<file path="config.mk">
export PLATFORM = sky130hd
export DESIGN_NAME = lkvt_front
export DESIGN_NICKNAME = d
export VERILOG_FILES = /design/src/lkvt_pkg.sv /design/src/lkvt_front.sv
export SDC_FILE = /design/constraint.sdc
export NUM_CORES = 1
export LEC_CHECK = 0
export ABC_AREA = 1
export BUFFER_PORTS_ARGS = -buffer_cell sky130_fd_sc_hd__buf_2
export CORE_MARGIN = 4
export CORE_UTILIZATION = 53
export DETAILED_ROUTE_END_ITERATION = 10
export PLACE_DENSITY = 0.81
export SKIP_CTS_REPAIR_TIMING = 1
export SYNTH_ARGS = -nofsm -noshare
export SYNTH_HDL_FRONTEND = slang
export SYNTH_SLANG_ARGS = --single-unit
</file>
<file path="constraint.sdc">
create_clock -name clk_i -period 9.5 [get_ports clk_i]
set_clock_uncertainty 0.05 [all_clocks]
set_input_delay 1.425 -clock clk_i [delete_from_list [all_inputs] [get_ports clk_i]]
set_output_delay 1.425 -clock clk_i [all_outputs]
set_load 0.02 [all_outputs]
</file>
<file path="src/lkvt_pkg.sv">
// ----------------------------------------------------------------------------
// lkvt_pkg
// types and constants of the linear-search key/value table
// ----------------------------------------------------------------------------
package lkvt_pkg;

  localparam int OPCODE_W = 3;
  localparam int KEY_W    = 32;
  localparam int VALUE_W  = 32;
  localparam int INDEX_W  = 8;
  localparam int COUNT_W  = 9;

  localparam int DEF_CAPACITY   = 256;
  localparam int DEF_KEY_BITS   = 32;
  localparam int DEF_VALUE_BITS = 32;

  // depth of the request queue between front and back
  localparam int QUEUE_DEPTH = 2;

  typedef enum logic [OPCODE_W-1:0] {
    OP_INSERT    = 3'd0,
    OP_UPDATE    = 3'd1,
    OP_UPSERT    = 3'd2,
    OP_ERASE     = 3'd3,
    OP_CONTAINS  = 3'd4,
    OP_GET_KEY   = 3'd5,
    OP_GET_INDEX = 3'd6,
    OP_INVALID   = 3'd7
  } op_e;

  typedef enum logic [2:0] {
    ST_IDLE,
    ST_START,
    ST_SCAN,
    ST_DECIDE,
    ST_SHIFT,
    ST_READ
  } state_e;

  typedef struct packed {
    logic [OPCODE_W-1:0] opcode;
    logic [KEY_W-1:0]    key_in;
    logic [VALUE_W-1:0]  value_in;
    logic [INDEX_W-1:0]  index_in;
  } req_t;

  typedef struct packed {
    logic               ok;
    logic [KEY_W-1:0]   key_out;
    logic [VALUE_W-1:0] value_out;
    logic [COUNT_W-1:0] count_out;
  } res_t;

  // classified request as it sits in the queue
  typedef struct packed {
    op_e                op;
    logic [KEY_W-1:0]   key;
    logic [VALUE_W-1:0] value;
    logic [INDEX_W-1:0] index;
  } cmd_t;

endpackage

</file>
<file path="src/lkvt_front.sv">
// ----------------------------------------------------------------------------
// lkvt_front
// takes request words, decodes the opcode and queues them for the back end
// ----------------------------------------------------------------------------
module lkvt_front
  import lkvt_pkg::*;
(
  input  logic clk_i,
  input  logic rst_ni,
  input  logic start_i,
  input  req_t req_i,
  output logic busy_o,
  output logic cmd_valid_o,
  output cmd_t cmd_o,
  input  logic cmd_pop_i
);

  localparam int QW = $clog2(QUEUE_DEPTH);
  localparam int NW = $clog2(QUEUE_DEPTH + 1);

  cmd_t            queue_q [QUEUE_DEPTH];
  logic [QW-1:0]   wr_ptr_q, wr_ptr_d;
  logic [QW-1:0]   rd_ptr_q, rd_ptr_d;
  logic [NW-1:0]   fill_q, fill_d;
  logic            push;
  logic            pop;
  cmd_t            cmd_new;

  assign busy_o      = (fill_q == NW'(QUEUE_DEPTH));
  assign cmd_valid_o = (fill_q != '0);
  assign cmd_o       = queue_q[rd_ptr_q];
  assign push        = start_i && !busy_o;
  assign pop         = cmd_pop_i && cmd_valid_o;

  always_comb begin
    cmd_new.key   = req_i.key_in;
    cmd_new.value = req_i.value_in;
    cmd_new.index = req_i.index_in;
    case (req_i.opcode)
      OP_INSERT:    cmd_new.op = OP_INSERT;
      OP_UPDATE:    cmd_new.op = OP_UPDATE;
      OP_UPSERT:    cmd_new.op = OP_UPSERT;
      OP_ERASE:     cmd_new.op = OP_ERASE;
      OP_CONTAINS:  cmd_new.op = OP_CONTAINS;
      OP_GET_KEY:   cmd_new.op = OP_GET_KEY;
      OP_GET_INDEX: cmd_new.op = OP_GET_INDEX;
      default:      cmd_new.op = OP_INVALID;
    endcase
  end

  always_comb begin
    wr_ptr_d = wr_ptr_q;
    rd_ptr_d = rd_ptr_q;
    fill_d   = fill_q;
    if (push) begin
      wr_ptr_d = (wr_ptr_q == QW'(QUEUE_DEPTH - 1)) ? '0 : wr_ptr_q + QW'(1);
    end
    if (pop) begin
      rd_ptr_d = (rd_ptr_q == QW'(QUEUE_DEPTH - 1)) ? '0 : rd_ptr_q + QW'(1);
    end
    if (push && !pop) begin
      fill_d = fill_q + NW'(1);
    end else if (pop && !push) begin
      fill_d = fill_q - NW'(1);
    end
  end

  always_ff @(posedge clk_i or negedge rst_ni) begin
    if (!rst_ni) begin
      wr_ptr_q <= '0;
      rd_ptr_q <= '0;
      fill_q   <= '0;
    end else begin
      wr_ptr_q <= wr_ptr_d;
      rd_ptr_q <= rd_ptr_d;
      fill_q   <= fill_d;
    end
  end

  always_ff @(posedge clk_i) begin
    if (push) begin
      queue_q[wr_ptr_q] <= cmd_new;
    end
  end

endmodule

</file>
# After elaboration in Yosys (flattened, before gate mapping)

Memory sizes are Yosys's and may differ from the RTL's.
Cells that the tools add are included.

Add/subtract/negate cells: 4
Eq/ne operators: 7
Muxes and demuxes: 7
Reductions and logical operators: 10

Operator list:

| operator                                         | number |
|---|---|
| case mux 3 bit (7 select lines)                  | 1 |
| == test 3 bit, second input constant             | 3 |
| == test 3 x 2 -> 1 bit, second input constant    | 2 |
| logical AND 1 bit                                | 4 |
| two-way mux 1 bit                                | 4 |
| two-way mux 2 bit                                | 2 |
| nonzero test 2 bit                               | 2 |
| == test 3 x 1 -> 1 bit, second input constant    | 1 |
| logical NOT 1 bit                                | 3 |
| logical NOT 3 bit                                | 1 |
| adder 1 bit, second input constant               | 2 |
| adder 2 x 1 -> 2 bit, second input constant      | 1 |
| == test 2 bit, second input constant             | 1 |
| subtractor 2 x 1 -> 2 bit, second input constant | 1 |

Flip-flop bits (word level): 4
Memory bits (writable): 150
Bits of input ports: 79
Output and inout port bits: 77
Word-level logic and storage cells: 32
Memories kept: 1

Memory list:

| memory  | words | width | read ports | clocked after memory_dff | write ports | RTL line         | text |
|---|---|---|---|---|---|---|---|
| queue_q | 2     | 75    | 1          | 0                        | 1           | lkvt_front.sv:21 | `cmd_t queue_q [QUEUE_DEPTH];` |

# Longest topological paths before layout

Depth in word-level cells: 7
Mapped depth: 9
Depth with buffers taken out: 9

# Least setup slack after synthesis

No wires, ideal clock.

Path kind: in2reg
Start point: input start_i
End point: memory queue_q[1][0] (netlist bit) (enable)
Library setup time: 0.509 ns
Data arrival time: 4.659 ns
Required time: 8.941 ns
Setup slack: 4.282 ns
Stages: 2
Buffers on the path: 0
Cells stage by stage: o21ai_0 -> nor2_1

Longest elaborated chain between the ends: 3

Ends and longest elaborated chain:

| what                                    | RTL line         | text |
|---|---|---|
| start, declared                         | lkvt_front.sv:10 | `input logic start_i,` |
| logical AND 1 bit                       | lkvt_front.sv:32 | `assign push = start_i && !busy_o;` |
| two-way mux 1 bit                       | lkvt_front.sv:81 | `if (push) begin` |
| two-way mux 1 bit (not written as such) | lkvt_front.sv:82 | `queue_q[wr_ptr_q] <= cmd_new;` |
| end, declared                           | lkvt_front.sv:21 |  |

Every way passes these cells.

==> results.cfg <==
[clock_network]
cts_root_buf = clkbuf_8
clkSlewWorstSetupHoldPaths_ns = 0.06
cts_made_buffers = 17
cts_tree = done
cts.htree.levels = 4
clk_path_buf_depth = 2
clk_latency_ns = 0.51
clock-sinks = 154

[hold_path]
min-delay-start = fill_q[1]
hold_end = fill_q[1]
worstHoldPathCells = 2
hp-class = reg2reg

[floorplanning]
dieWidth_um = 112
die-area_um2 = 12500
die_h_um = 112
start_util = 0.548
pin_count = 156
rows = 37
core_region_area_um2 = 10400

[global_route]
grtUsageTotal = 0.175
grt-ovfl-total = 0
antenna_found_initial = 1
grt_pass1_wl_um = 17100
grt_pass1_vias = 3694
grt_max_degree = 77

[placement]
dp_hpwl_um = 6860
port_buffers = 155
dpl_cell_area_um2 = 6560
post-place-ws_ns = 6.27
place_congestion = 0.854

[routing]
ant_nets = 0
vias_per_cell = 4.92
drc = 0
vias = 3614
wirelength_um = 10700
drt-initial-drc-count = 175
wl_per_cell_um = 14.6
first_pass_iters = 4

[layout]
fin_nets = 665
finalInstanceArea_um2 = 7110
layout-drive-gt1-share = 0.316
syn_to_final_growth_pct = 24.5
ff_latch_area_um2 = 4610
n_antenna_cell = 0
nFillCells = 735
multi_input_area_um2 = 947

[power_and_ir_drop]
power_frac_clock = 0.258
combinationalPowerShare = 0.338
p_switching_w = 0.000872
ir_worst_vdd_uv = 182
share_seq_of_total_power = 0.404
cellLeakagePower_nw = 3.09
p_int_w = 0.00152
power.total_w = 0.00239
p_sw_frac = 0.365
power_density_nw_per_um2 = 336

[setup_path]
crit_slowest_cell = buf_4
path_delay_family = buffers and inverters
cp.arrival_ns = 2.12
cp-end-kind = output port
worst_ep_required_time_ns = 8.03
timing.critical_path.mode_cell = nand2_1
path_cells = inv_2 > buf_4 > nand2_1 > nand2_1 > buf_2
critical_path.max_stage_delay_ns = 0.58
reg2reg_setup_slack_ns = 7.30
cp_num_buf_inv = 3
cp.depth = 5
worst-setup-path-type = reg2out
crit_path_max_fanout = 66
r2r-end = queue_q[1][58]
reg2regPathDepth = 4
rr_startpoint = fill_q[1]
crit_path_start_kind = flop

[logic_synthesis]
syn_nets = 507
yosysSeqAreaShare = 0.806
syn_area_um2 = 5710
synth_common_cells = nand2_1 (236), edfxtp_1 (150), buf_2 (9), inv_1 (7), buf_6 (6)
synth_area_leaders = edfxtp_1 (79%), nand2_1 (16%), dfrtp_1 (1.8%)
synth.avg_cell_area_um2 = 13.4
synth_top_flop_cell = edfxtp_1
ys_warn_count = 0
synth_cells = 427
yosys.area.top_type_share = 0.788
synth_most_common_cell = nand2_1
synth_seq_cells = 154
async_reset_ff_frac = 0.0260
synthDistinctLibCells = 15
synth-edff-count = 150
synth_top_area_cell = edfxtp_1

[sta]
slew_headroom = 0.430
finalCritPeriodShare = 0.378
hold_viol = 0
fin_ws_ns = 5.91
grt_setup_unrepaired = false
finalMaxSlewViolations = 0
setup_viol = 0
fin_crit_ns = 3.59
fmax_mhz = 278
tightest_slew_ns = 0.854
final.setup.tns_ns = 0

[outcome]
status = complete, no violations

[run]
max-cap-violations = 0
==> sequential cells by signal, summed over array words and instances, names as in the netlist <==
signal,count
fill_q,2
wr_ptr_q,1
rd_ptr_q,1
queue_q,150
==> per-layer routing <==
layer | wire (um) | GRT usage
met3 | 1010 | 0.0783
met4 | 122 | 0.0681
met1 | 4220 | 0.201
met5 | 8 | 0
met2 | 5370 | 0.289
==> power by group through the flow <==
stage               Combinational [W]  Clock [W]  Sequential (W)
floorplan                    0.000568          0        0.000981
global placement             0.000811          0        0.000972
detailed placement           0.000822          0        0.000980
CTS                          0.000827   0.000628        0.000967
global route                 0.000891   0.000668        0.000978
finish                       0.000810   0.000617        0.000966
==> worst max-delay path by stage <==
stage | startpoint | endpoint | slack (ns)
3_5_place_dp | start_i | queue_q[1][43] | 6.27
4_1_cts | rd_ptr_q | cmd_o[45] | 5.85
3_3_place_gp | start_i | queue_q[1][36] | 6.30
2_1_floorplan | start_i | queue_q[1][0] | 4.28
5_1_grt | rd_ptr_q | cmd_o[56] | 5.71
6_report | rd_ptr_q | cmd_o[45] | 5.91
==> cells by family after synthesis <==
family          Yosys count  share of synthesized area
simple gates            242                      0.160
flops                   154                      0.806
buf+inv                  28                     0.0296
compound gates            1                   0.000875
xor+xnor                  1                    0.00153
fa+ha+maj                 1                    0.00219
==> through the flow <==
stage / utilization / instances / hold slack, ns
2_1_floorplan: - / 427 / 0.392
3_3_place_gp: 0.630 / 702 / 0.408
3_5_place_dp: 0.630 / 702 / 0.417
4_1_cts: 0.683 / 734 / 0.431
5_1_grt: 0.683 / 734 / 0.482
6_report: 0.683 / 734 / 0.429
==> layout make-up <==
class	instances	area share
clock buffers	21	0.0603
clock inverters	11	0.0172
inverters	8	0.00440
multi-input cells	245	0.133
flip-flops and latches	154	0.648
well taps	136	0.0239
repair buffers	159	0.113
==> worst register-to-register path: cells and delay by family, from the launching register on <==
family | cells | cell delay (ns)
buf+inv | 2 | 0.83
compound gates | 1 | 0.17
flops | 1 | 0.37
simple gates | 1 | 0.32
==> layout by cell type, fill, tap and decap left out, drive strengths merged, types with 2 or more instances in the layout <==
cell type  count
nor2           3
nand2        236
clkbuf        21
nand3          2
inv            8
clkinv         4
edfxtp       150
bufinv         2
buf          159
clkinvlp       5
dfrtp          4
No activity file was read; power rests on OpenSTA's default activity.
